<file path="src/design/sfc_pkg.sv">
// ----------------------------------------------------------------------------
// sfc_pkg: shared types and constants of the sphere/frustum classifier
// Register indexes, result codes and the beat carried along the cell chain.
// ----------------------------------------------------------------------------
`default_nettype none

package sfc_pkg;

	localparam int PLANE_COUNT = 6;

	// configuration register indexes
	localparam logic [2:0] REG_BOUND  = 3'd6;
	localparam logic [2:0] REG_ENABLE = 3'd7;

	// view_state codes
	localparam logic [1:0] VIEW_OUTSIDE = 2'd0;
	localparam logic [1:0] VIEW_PARTIAL = 2'd1;
	localparam logic [1:0] VIEW_INSIDE  = 2'd2;

	// one sphere in flight, with the verdict gathered so far
	typedef struct packed {
		logic [15:0] x;
		logic [15:0] y;
		logic [15:0] z;
		logic [14:0] r;
		logic        outside;
		logic        partial;
	} item_t;

endpackage

`default_nettype wire

</file>
<file path="src/design/sfc_cell.sv">
// ----------------------------------------------------------------------------
// sfc_cell: one plane test cell
// Forms the signed plane distance in two steps and merges its verdict.
// ----------------------------------------------------------------------------
`default_nettype none

module sfc_cell (
	input  wire logic          clk,
	input  wire logic          arst_n,
	input  wire logic [63:0]   plane,
	input  wire logic          up_valid,
	output logic               up_ready,
	input  wire sfc_pkg::item_t up_item,
	output logic               dn_valid,
	input  wire logic          dn_ready,
	output sfc_pkg::item_t     dn_item
);

	logic                v_s1, v_s2;
	logic                rdy_s1, rdy_s2;
	sfc_pkg::item_t      item_s1, item_s2;
	sfc_pkg::item_t      item_nx;
	logic signed [31:0]  px, py, pz;
	logic signed [31:0]  px_s1, py_s1, pz_s1;
	logic signed [34:0]  pdist, rq, nrq;

	assign rdy_s2   = !v_s2 || dn_ready;
	assign rdy_s1   = !v_s1 || rdy_s2;
	assign up_ready = rdy_s1;

	assign px = $signed(plane[15:0])  * $signed(up_item.x);
	assign py = $signed(plane[31:16]) * $signed(up_item.y);
	assign pz = $signed(plane[47:32]) * $signed(up_item.z);

	// distance and radius both in units of 2^-14
	assign pdist = 35'(px_s1) + 35'(py_s1) + 35'(pz_s1)
		+ $signed({{5{plane[63]}}, plane[63:48], 14'b0});
	assign rq    = $signed({6'b0, item_s1.r, 14'b0});
	assign nrq   = -rq;

	always_comb begin
		item_nx         = item_s1;
		item_nx.outside = item_s1.outside || (pdist <= nrq);
		item_nx.partial = item_s1.partial || (pdist <= rq);
	end

	always_ff @(posedge clk or negedge arst_n) begin
		if (!arst_n) begin
			v_s1 <= 1'b0;
			v_s2 <= 1'b0;
		end else begin
			if (rdy_s1) v_s1 <= up_valid;
			if (rdy_s2) v_s2 <= v_s1;
		end
	end

	always_ff @(posedge clk) begin
		if (rdy_s1 && up_valid) begin
			item_s1 <= up_item;
			px_s1   <= px;
			py_s1   <= py;
			pz_s1   <= pz;
		end
		if (rdy_s2 && v_s1) begin
			item_s2 <= item_nx;
		end
	end

	assign dn_valid = v_s2;
	assign dn_item  = item_s2;

endmodule

`default_nettype wire

</file>
<file path="config.mk">
export PLATFORM = sky130hd
export DESIGN_NAME = sfc_cell
export DESIGN_NICKNAME = d
export VERILOG_FILES = /design/src/design/sfc_pkg.sv /design/src/design/sfc_cell.sv
export SDC_FILE = /design/constraint.sdc
export NUM_CORES = 2
export LEC_CHECK = 0
export BUFFER_PORTS_ARGS = -buffer_cell sky130_fd_sc_hd__buf_2
export CAP_MARGIN = 20
export CORE_ASPECT_RATIO = 0.6
export CORE_MARGIN = 3
export CORE_UTILIZATION = 40
export CTS_CLUSTER_SIZE = 16
export DETAILED_ROUTE_END_ITERATION = 10
export PLACE_DENSITY_LB_ADDON = 0.05
export SYNTH_ARGS = -nofsm -noshare
export SYNTH_HDL_FRONTEND = slang
export SYNTH_SLANG_ARGS = --single-unit
</file>
<file path="constraint.sdc">
create_clock -name clk -period 13.8 [get_ports clk]
set_input_delay 1.38 -clock clk [delete_from_list [all_inputs] [get_ports clk]]
set_output_delay 1.38 -clock clk [all_outputs]
set_load 0.005 [all_outputs]
</file>
# Yosys cells after proc, flatten, opt, wreduce, memory -nomap -nowiden
# Index checks and enable logic that the tools add are counted.
word_totals:
  word_cells: 34
  in_bits: 133
  ff_bits: 228
op_classes:
  n_lt_le_gt_ge: 2
  add_sub_neg: 4
  n_reduce_logical: 8
  mul: 3
op_table:
  columns: ["op", "n"]
  rows:
  - ["multiplier 16 x 16 -> 32 bit", 3]
  - ["adder 34 x 30 -> 35 bit", 1]
  - ["<= comparator 35 x 30 -> 1 bit", 1]
  - ["<= comparator 35 bit", 1]
  - ["negator 29 -> 35 bit", 1]
  - ["adder 33 x 32 -> 34 bit", 1]
  - ["adder 32 x 32 -> 33 bit", 1]
  - ["logical OR 1 bit", 4]
  - ["logical AND 1 bit", 2]
  - ["zero test 1 bit", 2]

# Logic depth before layout (Yosys ltp)
depth:
  ltp_word: 5
  depth_mapped: 27
  ltp_nobuf: 27

# Worst setup path after synthesis
# No wires, ideal clock.
synth_path:
  path_kind: "input to register"
  startpoint: "in plane[15]"
  endpoint: "reg px_s1[30], data pin"
  arrival_ns: 7.219
  path_stages: 25
  t_required_ns: 13.542
  setup_ns: 0.258
  path_slack_ns: 6.324
  cell_sequence: "clkbuf_1 nand2_1 inv_1 fa_1 inv_1 fa_1 fa_1 inv_1 fa_1 fa_1 inv_1 fa_1 inv_1 ha_1 a21o_1 a21o_1 a221o_1 a221o_1 a211o_1 a31oi_2 o21ai_1 nor3_2 o21bai_1 a21oi_1 xnor2_1"
synth_via:
  elab_chain_len: 1
synth_lines:
  columns: ["item", "line", "rtl"]
  rows:
  - ["start: declaration", "sfc_cell.sv:10", "input wire logic [63:0] plane,"]
  - ["multiplier 16 x 16 -> 32 bit", "sfc_cell.sv:31", "assign px = $signed(plane[15:0]) * $signed(up_item.x);"]
  - ["via px[30]", "sfc_cell.sv:23", "logic signed [31:0] px, py, pz;"]
  - ["end signal: assignment", "sfc_cell.sv:60", "px_s1 <= px;"]
  - ["end: declaration", "sfc_cell.sv:24", "logic signed [31:0] px_s1, py_s1, pz_s1;"]
# The timed path passes the listed nets, and every way through them passes these cells.
# A chain may end at the register's enable or synchronous reset.

# Worst setup path after layout
layout_path:
  startpoint: "in up_item[48] (netlist name)"
  endpoint: "reg py_s1[31], data pin"
layout_via:
  elab_chain_len: 1
layout_lines:
  columns: ["item", "line", "rtl"]
  rows:
  - ["start: declaration", "sfc_cell.sv:13", "input wire sfc_pkg::item_t up_item,"]
  - ["multiplier 16 x 16 -> 32 bit", "sfc_cell.sv:32", "assign py = $signed(plane[31:16]) * $signed(up_item.y);"]
  - ["via py[31]", "sfc_cell.sv:23", null]
  - ["end signal: assignment", "sfc_cell.sv:61", "py_s1 <= py;"]
  - ["end: declaration", "sfc_cell.sv:24", null]
# The timed path passes the listed nets, and every way through them passes these cells.

==> results.toml <==
[status]
outcome = "complete, no violations"

[timing]
setup_ws_ps = 5974
timing.fmax_ghz = 0.1278
worst-slew-pin-transition_ps = 897.6
total_negative_setup_slack_ps = 0
min_period_over_period = 0.5671
min_period_ps = 7826
grt_setup_unrepaired = "no"
finalSetupViolCount = 0
hold_viol = 0
final_max_slew_viol_count = 0
hold-worst-slack_ps = 409.4
slew_headroom = 0.4016
clock_skew_ps = 12.23

[setup_path]
cp_common_cell = "sky130_fd_sc_hd__fa_1"
critical_path_peak_fanout = 13
worst-path-buf-inv = 4
worstRegToRegCells = 24
startpoint_type = "primary input"
slowest_delay_ps = 530
worst_path_max_delay_cell = "sky130_fd_sc_hd__inv_1"
cp_depth = 22
critical_path_required_ps = 14240
critical_path.endpoint_type = "register"
timing_worst_setup_path_type = "primary input to register"
critical-path-top-delay-family = "adder cells"
worst_ep_arrival_time_ps = 8270
crit_path_cell_trace = "buf_2 -> inv_1 -> nor2_1 -> fa_1 -> fa_1 -> fa_1 -> fa_1 -> fa_1 -> inv_1 -> fa_1 -> inv_1 -> ha_1 -> a21o_1 -> a21o_1 -> a221o_1 -> a221o_1 -> a21oi_1 -> o21ai_1 -> a211oi_1 -> o31ai_1 -> a21oi_1 -> xnor2_1"

[synthesis]
postSynthNetCount = 5295
synth_seq_cells = 228
main_area_contributors_after_synthesis = "sky130_fd_sc_hd__fa_1 42%, sky130_fd_sc_hd__edfxtp_1 17%, sky130_fd_sc_hd__ha_1 10%"
yosysWarningCount = 0
synth_enable_flop_cells = 226
yosys.cell_count.top_type = "sky130_fd_sc_hd__inv_1"
synth_common_cells = "1047 x sky130_fd_sc_hd__inv_1, 838 x sky130_fd_sc_hd__fa_1, 393 x sky130_fd_sc_hd__nand2_1, 379 x sky130_fd_sc_hd__and2_1, 325 x sky130_fd_sc_hd__ha_1"
synth_cells = 3999
dominantRegCellSynth = "sky130_fd_sc_hd__edfxtp_1"
synth_top_area_share = 0.4155
synth_area_leader_cell = "sky130_fd_sc_hd__fa_1"
syn-mean-instance-area_sq_um = 10.10
synth_seq_area_share = 0.1693
async_flop_share = 0.008772
synthesis.area_sq_mm = 0.04037
number_of_distinct_standard_cells_referenced_by_the_synthesized_netlist = 68

[final_layout]
fin_area_sq_mm = 0.04359
post_route_cells_drive_above_1_share = 0.06501
final_nets = 5426
area_delta_synth_final_pct = 7.959

[clocking]
cts_made_buffers = 29
post_cts_buffers = 0
cts.root.buffer_cell = "sky130_fd_sc_hd__clkbuf_16"
cts-hold-fix-buffers = 0
max-clock-path-buffers = 3
cts_tree = "built"
clkLatencyLatePin_ps = 650
worst_setup_hold_path_clk_slew_ps = 70
clock_net_sink_count = 228
cts-htree-levels = 1
post_cts.resized_instances = 0

[hold_path]
min-delay-path-class = "register to register"
hold_path_depth = 0

[placed_design]
placedInstanceArea_sq_mm = 0.04266
gp_congestion = 0.8607
dp.final_hpwl_um = 89390
numPortBuffers = 199
pre_cts_setup_slack_ps = 5347

[die]
core_box_area_sq_mm = 0.09922
fp-row-count = 89
initial_core_util = 0.4069
floorplan.die_area_sq_mm = 0.1049
die_w_um = 416.1
floorplan.io_pins = 200
die-height_um = 252.1

[drt]
detail_routed_via_count_per_cell = 4.794
wl_per_cell_um = 19.40
dr.first_iter.drc_count = 1586
total_vias_in_the_final_route = 26240
drc = 0
drt.antenna.violating_nets = 0
wirelength_um = 106200
drtPass1Iterations = 6

[global_routing]
grt_remaining_overflow = 0
grt_antenna_before_repair = 9
globalRouteTotalUtil = 0.2110
grt_pass1_vias = 27847
grt_start_max_net_pins = 61
grt_first_pass_wirelength_um = 169600

[run]
drv_cap = 0
-- flip-flops by register name, summed over array words and instances (netlist names) --
| register | flops |
|---|---|
| v_s1 | 1 |
| py_s1 | 32 |
| item_s1 | 2 |
| pz_s1 | 32 |
| item_nx | 63 |
| px_s1 | 32 |
| dn_item | 65 |
| dn_valid | 1 |
-- routing by layer --
metal,share of wire,wire (um),global-route usage
met1,0.55,58600,0.3594
met2,0.36,38450,0.2685
met3,0.074,7858,0.04950
met4,0.012,1263,0.02553
met5,0,0,0
-- layout by cell type, fill, tap and decap left out, types with 4 or more instances in the layout --
cell type,n
sky130_fd_sc_hd__inv_1,1047
sky130_fd_sc_hd__fa_1,838
sky130_fd_sc_hd__nand2_1,393
sky130_fd_sc_hd__and2_1,377
sky130_fd_sc_hd__ha_1,325
sky130_fd_sc_hd__edfxtp_1,226
sky130_fd_sc_hd__buf_2,199
sky130_fd_sc_hd__xnor2_1,117
sky130_fd_sc_hd__a21oi_1,91
sky130_fd_sc_hd__nor2_1,86
sky130_fd_sc_hd__a21o_1,51
sky130_fd_sc_hd__o21ai_0,45
sky130_fd_sc_hd__nand2b_1,34
sky130_fd_sc_hd__clkbuf_16,29
sky130_fd_sc_hd__nor3_1,27
sky130_fd_sc_hd__xor2_1,24
sky130_fd_sc_hd__nand3_1,19
sky130_fd_sc_hd__o21bai_1,16
sky130_fd_sc_hd__and3_1,15
sky130_fd_sc_hd__nand4_1,14
sky130_fd_sc_hd__o21ai_1,11
sky130_fd_sc_hd__o21a_1,10
sky130_fd_sc_hd__a211oi_1,9
sky130_fd_sc_hd__o211ai_1,8
sky130_fd_sc_hd__nor4_1,8
sky130_fd_sc_hd__nor2b_1,8
sky130_fd_sc_hd__a31oi_1,8
sky130_fd_sc_hd__o31ai_1,7
sky130_fd_sc_hd__a221o_1,7
sky130_fd_sc_hd__or3_1,7
sky130_fd_sc_hd__clkbuf_1,7
sky130_fd_sc_hd__a21boi_0,5
sky130_fd_sc_hd__or2_2,4
sky130_fd_sc_hd__a211o_1,4
sky130_fd_sc_hd__clkinv_2,4
sky130_fd_sc_hd__buf_4,4
-- logic make-up after synthesis --
kind of cell	synth area share
muxes	0.0004959
adders and majority gates	0.5168
xor gates and xnor gates	0.03059
DFF	0.1693
buffers and inverters	0.1070
AOI/OAI and AO/OA	0.05018
and+or+nand+nor	0.1256
-- final timing paths --
check                                  from     endpoint  slack, ps
worst max-delay path            up_item[48]    py_s1[31]       5970
worst min-delay path            item_nx[39]  dn_item[39]        410
worst max register to register     py_s1[2]   dn_item[1]       7560
worst min register to register  item_nx[39]  dn_item[39]        410
max in group asynchronous            arst_n         v_s1      13200
min in group asynchronous            arst_n     dn_valid        500
-- layout make-up --
cell class              instances  area [sq um]
diodes                          2         5.005
flip-flops and latches        228          6837
fillers                      9758         55630
clock inverters                18         163.9
multi-input cells            2621         29220
clock buffers                  36         752.0
well taps                    1319          1650
repair buffers                203          1026
inverters                    1047          3930
-- per-stage QoR --
step / util / instances
4_1_cts: 0.4392 / 5472
3_5_place_dp: 0.4300 / 5418
2_1_floorplan: - / 3999
5_1_grt: 0.4393 / 5474
6_report: 0.4393 / 5474
3_3_place_gp: 0.4300 / 5418
Power is not shown: default switching activity piles up to over one toggle a cycle in this logic, so the estimate is an artifact.
