### src/design/sfc_pkg.sv
// ----------------------------------------------------------------------------
// sfc_pkg: shared types and constants of the sphere/frustum classifier
// Register indexes, result codes and the beat carried along the cell chain.
// ----------------------------------------------------------------------------
`default_nettype none

package sfc_pkg;

	localparam int PLANE_COUNT = 6;

	// configuration register indexes
	localparam logic [2:0] REG_BOUND  = 3'd6;
	localparam logic [2:0] REG_ENABLE = 3'd7;

	// view_state codes
	localparam logic [1:0] VIEW_OUTSIDE = 2'd0;
	localparam logic [1:0] VIEW_PARTIAL = 2'd1;
	localparam logic [1:0] VIEW_INSIDE  = 2'd2;

	// one sphere in flight, with the verdict gathered so far
	typedef struct packed {
		logic [15:0] x;
		logic [15:0] y;
		logic [15:0] z;
		logic [14:0] r;
		logic        outside;
		logic        partial;
	} item_t;

endpackage

`default_nettype wire

### src/design/sfc_pretest.sv
// ----------------------------------------------------------------------------
// sfc_pretest: bounding sphere pretest
// Squares the center offsets and the radius sum, then compares the sums.
// ----------------------------------------------------------------------------
`default_nettype none

module sfc_pretest (
	input  wire logic          clk,
	input  wire logic          arst_n,
	input  wire logic [63:0]   bound,
	input  wire logic          enable,
	input  wire logic          up_valid,
	output logic               up_ready,
	input  wire sfc_pkg::item_t up_item,
	output logic               dn_valid,
	input  wire logic          dn_ready,
	output sfc_pkg::item_t     dn_item
);

	logic                v_s1, v_s2;
	logic                rdy_s1, rdy_s2;
	sfc_pkg::item_t      item_s1, item_s2;
	sfc_pkg::item_t      item_nx;
	logic        [31:0]  sqx_s1, sqy_s1, sqz_s1;
	logic        [33:0]  rs2_s1;
	logic signed [16:0]  dx, dy, dz;
	logic signed [33:0]  sqx, sqy, sqz;
	logic        [16:0]  rs;
	logic        [33:0]  rs2;
	logic        [33:0]  dsum;

	assign rdy_s2   = !v_s2 || dn_ready;
	assign rdy_s1   = !v_s1 || rdy_s2;
	assign up_ready = rdy_s1;

	always_comb begin
		dx  = $signed({up_item.x[15], up_item.x}) - $signed({bound[15], bound[15:0]});
		dy  = $signed({up_item.y[15], up_item.y}) - $signed({bound[31], bound[31:16]});
		dz  = $signed({up_item.z[15], up_item.z}) - $signed({bound[47], bound[47:32]});
		sqx = dx * dx;
		sqy = dy * dy;
		sqz = dz * dz;
		rs  = {2'b00, up_item.r} + {1'b0, bound[63:48]};
		rs2 = rs * rs;
	end

	// |offset| stays below 2^16, so each square fits 32 bits
	assign dsum = {2'b00, sqx_s1} + {2'b00, sqy_s1} + {2'b00, sqz_s1};

	// start a clean verdict: outside only when the pretest rejects
	always_comb begin
		item_nx         = item_s1;
		item_nx.outside = enable && (rs2_s1 < dsum);
		item_nx.partial = 1'b0;
	end

	always_ff @(posedge clk or negedge arst_n) begin
		if (!arst_n) begin
			v_s1 <= 1'b0;
			v_s2 <= 1'b0;
		end else begin
			if (rdy_s1) v_s1 <= up_valid;
			if (rdy_s2) v_s2 <= v_s1;
		end
	end

	always_ff @(posedge clk) begin
		if (rdy_s1 && up_valid) begin
			item_s1 <= up_item;
			sqx_s1  <= sqx[31:0];
			sqy_s1  <= sqy[31:0];
			sqz_s1  <= sqz[31:0];
			rs2_s1  <= rs2;
		end
		if (rdy_s2 && v_s1) begin
			item_s2 <= item_nx;
		end
	end

	assign dn_valid = v_s2;
	assign dn_item  = item_s2;

endmodule

`default_nettype wire

### config.mk
export PLATFORM = sky130hd
export DESIGN_NAME = sfc_pretest
export DESIGN_NICKNAME = d
export VERILOG_FILES = /design/src/design/sfc_pkg.sv /design/src/design/sfc_pretest.sv
export SDC_FILE = /design/constraint.sdc
export NUM_CORES = 2
export LEC_CHECK = 0
export BUFFER_PORTS_ARGS = -buffer_cell sky130_fd_sc_hd__buf_2
export CORE_MARGIN = 2
export CORE_UTILIZATION = 50
export DETAILED_ROUTE_END_ITERATION = 16
export GPL_ROUTABILITY_DRIVEN = 0
export PLACE_DENSITY_LB_ADDON = 0.15
export SLEW_MARGIN = 5
export SYNTH_ARGS = -nofsm -noshare
export SYNTH_HDL_FRONTEND = slang
export SYNTH_SLANG_ARGS = --single-unit
### constraint.sdc
create_clock -name clk -period 10.5 [get_ports clk]
set_clock_uncertainty 0.1 [all_clocks]
set_input_delay 0.525 -clock clk [delete_from_list [all_inputs] [get_ports clk]]
set_output_delay 0.525 -clock clk [all_outputs]
set_load 0.02 [all_outputs]
Word level (Yosys, flattened, before mapping)
Cells that the tools add are included.
{"block": "totals", "wordCells": 33, "input_bits": 134, "reg_bits": 259}
{"block": "op_classes", "multipliers": 4, "reduce_logical": 7, "add_sub_neg": 6, "n_lt_le_gt_ge": 1}
{"cell": "17-bit by 17-bit multiplier with 32-bit output", "n": 3}
{"cell": "16-bit by 16-bit subtractor with 17-bit output", "n": 3}
{"cell": "33-bit by 32-bit adder with 34-bit output", "n": 1}
{"cell": "34-bit < comparator", "n": 1}
{"cell": "17-bit by 17-bit multiplier with 34-bit output", "n": 1}
{"cell": "32-bit by 32-bit adder with 33-bit output", "n": 1}
{"cell": "15-bit by 16-bit adder with 17-bit output", "n": 1}
{"cell": "1-bit logical AND", "n": 3}
{"cell": "1-bit zero test", "n": 2}
{"cell": "1-bit logical OR", "n": 2}

Longest topological paths before layout
{"block": "logic_depth", "depth_word": 4, "ltp_mapped": 35, "depth_no_buf": 34}

Worst setup path before layout
OpenSTA, ideal clock, no wires.
{"block": "synth_path", "kind": "in2reg", "startpoint": "input up_item[33] in the netlist's numbering", "endpoint": "register sqy_s1[31], data pin", "setup_time_ns": 0.260, "path_stages": 33, "setup_slack_ns": 2.148, "arrival_ns": 7.992, "t_required_ns": 10.140, "path_cell_list": "inv_1 -> ha_1 -> inv_1 -> fa_1 -> a211oi_1 -> o21ai_0 -> a21oi_1 -> o31a_1 -> nor2_1 -> o21ai_1 -> clkinv_1 -> buf_1 -> nor2_1 -> fa_1 -> inv_1 -> fa_1 -> inv_1 -> fa_1 -> fa_1 -> fa_1 -> inv_1 -> fa_1 -> inv_1 -> ha_1 -> a21o_1 -> a21o_1 -> a2111oi_0 -> nor3_1 -> a211oi_1 -> a21oi_1 -> a31o_2 -> a31oi_1 -> xnor2_1"}
{"block": "synth_via", "elab_chain_len": 2}
{"item": "start, declared", "line_no": "sfc_pretest.sv:14", "text": "input wire sfc_pkg::item_t up_item,"}
{"item": "16-bit by 16-bit subtractor with 17-bit output", "line_no": "sfc_pretest.sv:38", "text": "dy = $signed({up_item.y[15], up_item.y}) - $signed({bound[31], bound[31:16]});"}
{"item": "17-bit by 17-bit multiplier with 32-bit output", "line_no": "sfc_pretest.sv:41", "text": "sqy = dy * dy;"}
{"item": "net sqy[31]", "line_no": "sfc_pretest.sv:27", "text": "logic signed [33:0] sqx, sqy, sqz;"}
{"item": "end signal, assigned", "line_no": "sfc_pretest.sv:71", "text": "sqy_s1 <= sqy[31:0];"}
{"item": "end, declared", "line_no": "sfc_pretest.sv:24", "text": "logic [31:0] sqx_s1, sqy_s1, sqz_s1;"}
The timed path passes the listed nets, and every way through them passes these cells.
A chain may end at the register's enable or synchronous reset.

Final worst setup path
{"block": "layout_path", "startpoint": "input bound[58]", "endpoint": "register rs2_s1[33], data pin"}
{"block": "layout_via", "elab_chain_len": 2}
{"item": "start, declared", "line_no": "sfc_pretest.sv:10", "text": "input wire logic [63:0] bound,"}
{"item": "15-bit by 16-bit adder with 17-bit output", "line_no": "sfc_pretest.sv:43", "text": "rs = {2'b00, up_item.r} + {1'b0, bound[63:48]};"}
{"item": "17-bit by 17-bit multiplier with 34-bit output", "line_no": "sfc_pretest.sv:44", "text": "rs2 = rs * rs;"}
{"item": "net rs2[33]", "line_no": "sfc_pretest.sv:29", "text": "logic [33:0] rs2;"}
{"item": "end signal, assigned", "line_no": "sfc_pretest.sv:73", "text": "rs2_s1 <= rs2;"}
{"item": "end, declared", "line_no": "sfc_pretest.sv:25", "text": "logic [33:0] rs2_s1;"}
The timed path passes the listed nets, and every way through them passes these cells.

==> impl_summary.log <==
INFO  metric timing.final.crit_period = 8.725 ns
INFO  metric route.detailed.drc = 0
INFO  metric ys_async_sr_fraction = 0.7843%
INFO  metric dieWidth = 316.8 um
INFO  metric drive_above_1_share = 7.227%
INFO  metric flow.area_growth_from_synthesis = 8.047%
INFO  metric vias_in_the_first_global_route = 35610
INFO  metric critical_path.max_fanout = 11
INFO  metric crit_path_end_kind = flip-flop
INFO  metric number_of_enable_flip_flop_cells_after_synthesis = 253
INFO  metric yosysUniqueCellTypes = 84
INFO  metric core_region_area = 96850 sq um
INFO  metric htreeDepth = 2
INFO  metric worst_r2r_startpoint = sqy_s1[6]$_DFFE_PP_
INFO  metric yosysWarningCount = 0
INFO  metric wirelength = 110.9 mm
INFO  metric effective_utilization_at_floorplan = 50.51%
INFO  metric die_y = 316.8 um
INFO  metric detail_route.wl_per_cell = 17.11 um
INFO  metric diodes = 0
INFO  metric synth-main-ff-cell = sky130_fd_sc_hd__edfxtp_1
INFO  metric cts.root.buffer_cell = sky130_fd_sc_hd__clkbuf_16
INFO  metric overflow = 0
INFO  metric largest_area_contributor_in_the_synthesized_netlist = sky130_fd_sc_hd__fa_1
INFO  metric drv_slew = 0
INFO  metric post-cts-setup-buffer-count = 0
INFO  metric grt_antenna_before_repair = 2
INFO  metric synthesis.instances = 4956
INFO  metric yosysMostFrequentCell = sky130_fd_sc_hd__inv_1
INFO  metric critical_path.startpoint_type = primary input
INFO  metric placedCellCount = 6419
INFO  metric final-setup-viol-count = 0
INFO  metric route.vias.total = 33100
INFO  metric crit_start = bound[58]
INFO  metric tritoncts = done
INFO  metric crit_slowest_cell = sky130_fd_sc_hd__fa_1
INFO  metric transition_at_the_pin_with_the_smallest_max_transition_slack = 1.073 ns
INFO  metric synth.cell_area = 48920 sq um
INFO  metric grt_first_pass_wirelength = 184.2 mm
INFO  metric ctsLongestPathBuffers = 3
INFO  metric clk-insertion-delay-late = 0.58 ns
INFO  metric clk_pin_slew_worst_paths = 0.07 ns
INFO  metric hold_path_class = primary input to flip-flop
INFO  metric status = finished clean
INFO  metric timing_hold_violations_final = 0
INFO  metric fin_tns_setup = 0 ns
INFO  metric drt_pass1_iterations = 6
INFO  metric yosys.area.top_type_share = 40.93%
INFO  metric grt_resource_usage_total = 23.32%
INFO  metric timing.critical_path.required = 10.70 ns
INFO  metric floorplan.io_pins = 201
INFO  metric grt_start_max_net_pins = 75
INFO  metric worst_hold_startpoint = up_item[48]
INFO  metric placement_rows = 114
INFO  metric crit_top_cell = sky130_fd_sc_hd__fa_1
INFO  metric synthTopCellsByCount = 1319 x sky130_fd_sc_hd__inv_1, 1000 x sky130_fd_sc_hd__fa_1, 462 x sky130_fd_sc_hd__ha_1
INFO  metric hpwl = 92.54 mm
INFO  metric fmaxAchievable = 114.6 MHz
INFO  metric synth_seq_cells = 255
INFO  metric clock-sinks = 255
INFO  metric critPathMaxStageDelay = 0.55 ns
INFO  metric final_cells = 6479
INFO  metric slew_headroom = 28.43%
INFO  metric drtAntennaViolNets = 0
INFO  metric die_area = 100400 sq um
INFO  metric yosysSeqAreaShare = 15.63%
INFO  metric num-nets-final = 6776
INFO  metric unrepaired_setup_endpoints_after_global_routing = false
INFO  metric netlist_top_cells_area = sky130_fd_sc_hd__fa_1 41%, sky130_fd_sc_hd__edfxtp_1 16%, sky130_fd_sc_hd__ha_1 12%, sky130_fd_sc_hd__inv_1 10%, sky130_fd_sc_hd__nor2_1 3.3%
INFO  metric finalCritPeriodShare = 83.10%
INFO  metric synthesis.area_per_instance = 9.870 sq um
INFO  metric detail_route.iter0.violations = 1842
INFO  metric arrival = 8.93 ns
INFO  metric port_buffers = 197
INFO  metric viasPerCell = 5.108
INFO  metric worst-setup-path-type = primary input to flip-flop
INFO  metric timing.max_cap.violations = 0
INFO  metric tritoncts.num_buffers = 34
-- final cells by class --
type	instances	area [sq um]
multi-input combinational	3270	35870
clock inverter	19	216.5
inverter	1342	5037
clock buffer	40	894.6
sequential	255	7647
timing repair buffer	277	1589
tap	1276	1597
fill	8754	44000
-- placed cells by master (no fill, tap or decap), types with 25 or more instances in the layout --
cell type	n
sky130_fd_sc_hd__nand3_1	29
sky130_fd_sc_hd__nand2b_1	29
sky130_fd_sc_hd__and2_1	43
sky130_fd_sc_hd__o21a_1	46
sky130_fd_sc_hd__buf_4	79
sky130_fd_sc_hd__ha_1	462
sky130_fd_sc_hd__inv_1	1319
sky130_fd_sc_hd__fa_1	1000
sky130_fd_sc_hd__clkbuf_16	35
sky130_fd_sc_hd__a21o_1	69
sky130_fd_sc_hd__nor2_1	433
sky130_fd_sc_hd__xor2_1	76
sky130_fd_sc_hd__xnor2_1	159
sky130_fd_sc_hd__o21ai_0	83
sky130_fd_sc_hd__a21oi_1	151
sky130_fd_sc_hd__nand2_1	367
sky130_fd_sc_hd__nor2b_1	25
sky130_fd_sc_hd__edfxtp_1	253
sky130_fd_sc_hd__buf_2	197
sky130_fd_sc_hd__nor3_1	34
-- critical path, delay by kind of cell --
family | cells | cell delay (ns)
compound gates | 11 | 2.95
xor+xnor | 1 | 0.42
fa+ha+maj | 8 | 3.73
buf+inv | 5 | 0.76
simple gates | 3 | 0.53
-- final timing paths --
path / endpoint / slack (ns) / cells after the start
max reg2reg: dn_item[1]$_DFFE_PP_ / 4.95 / 20
max in group asynchronous: dn_valid$_DFFE_PN0P_ / 10.03 / 2
min: item_nx[48]$_DFFE_PP_ / 0.04 / 1
min in group asynchronous: v_s1$_DFFE_PN0N_ / 0.17 / 2
min reg2reg: dn_item[16]$_DFFE_PP_ / 0.31 / 0
max: rs2_s1[33]$_DFFE_PP_ / 1.77 / 28
-- metal layers --
metal | share of wire [%] | global-route usage (%) | vias to the layer above
li1 | - | - | 15550
met2 | 49 | 39.73 | 722
met5 | 0.019 | 0 | -
met4 | 2.3 | 5.435 | 2
met3 | 5.0 | 2.922 | 150
met1 | 43 | 31.94 | 16680
-- timing repair --
action | CTS | global route
resized for setup | 0 | 0
endpoints found under the hold margin | 2 | 0
hold buffers | 1 | 0
-- cells by family after synthesis --
family / Yosys count / share of synthesized area, %
mux: 2 / 0.04093
flops: 255 / 15.63
buf+inv: 1433 / 11.06
compound gates: 520 / 7.034
simple gates: 1045 / 9.198
fa+ha+maj: 1462 / 52.74
xor+xnor: 237 / 4.274
other cells: 2 / 0.01535
-- through the flow --
step	hold WS, ns	instance area, sq um	utilization [%]	setup slack, ns
4_1_cts	0.0002981	52850	54.57	1.783
3_5_place_dp	0.2140	51730	53.41	1.195
3_3_place_gp	0.2118	51730	53.41	1.350
2_1_floorplan	0.1294	48920	-	2.148
5_1_grt	0.008713	52850	54.57	1.262
6_report	0.04310	52850	54.57	1.775
-- state kept, by name, summed over array words and instances (netlist names) --
| name | cells |
|---|---|
| dn_item | 64 |
| dn_valid | 1 |
| item_nx | 63 |
| rs2_s1 | 33 |
| sqx_s1 | 31 |
| sqy_s1 | 31 |
| sqz_s1 | 31 |
| v_s1 | 1 |
Power is not shown: default switching activity piles up to over one toggle a cycle in this logic, so the estimate is an artifact.
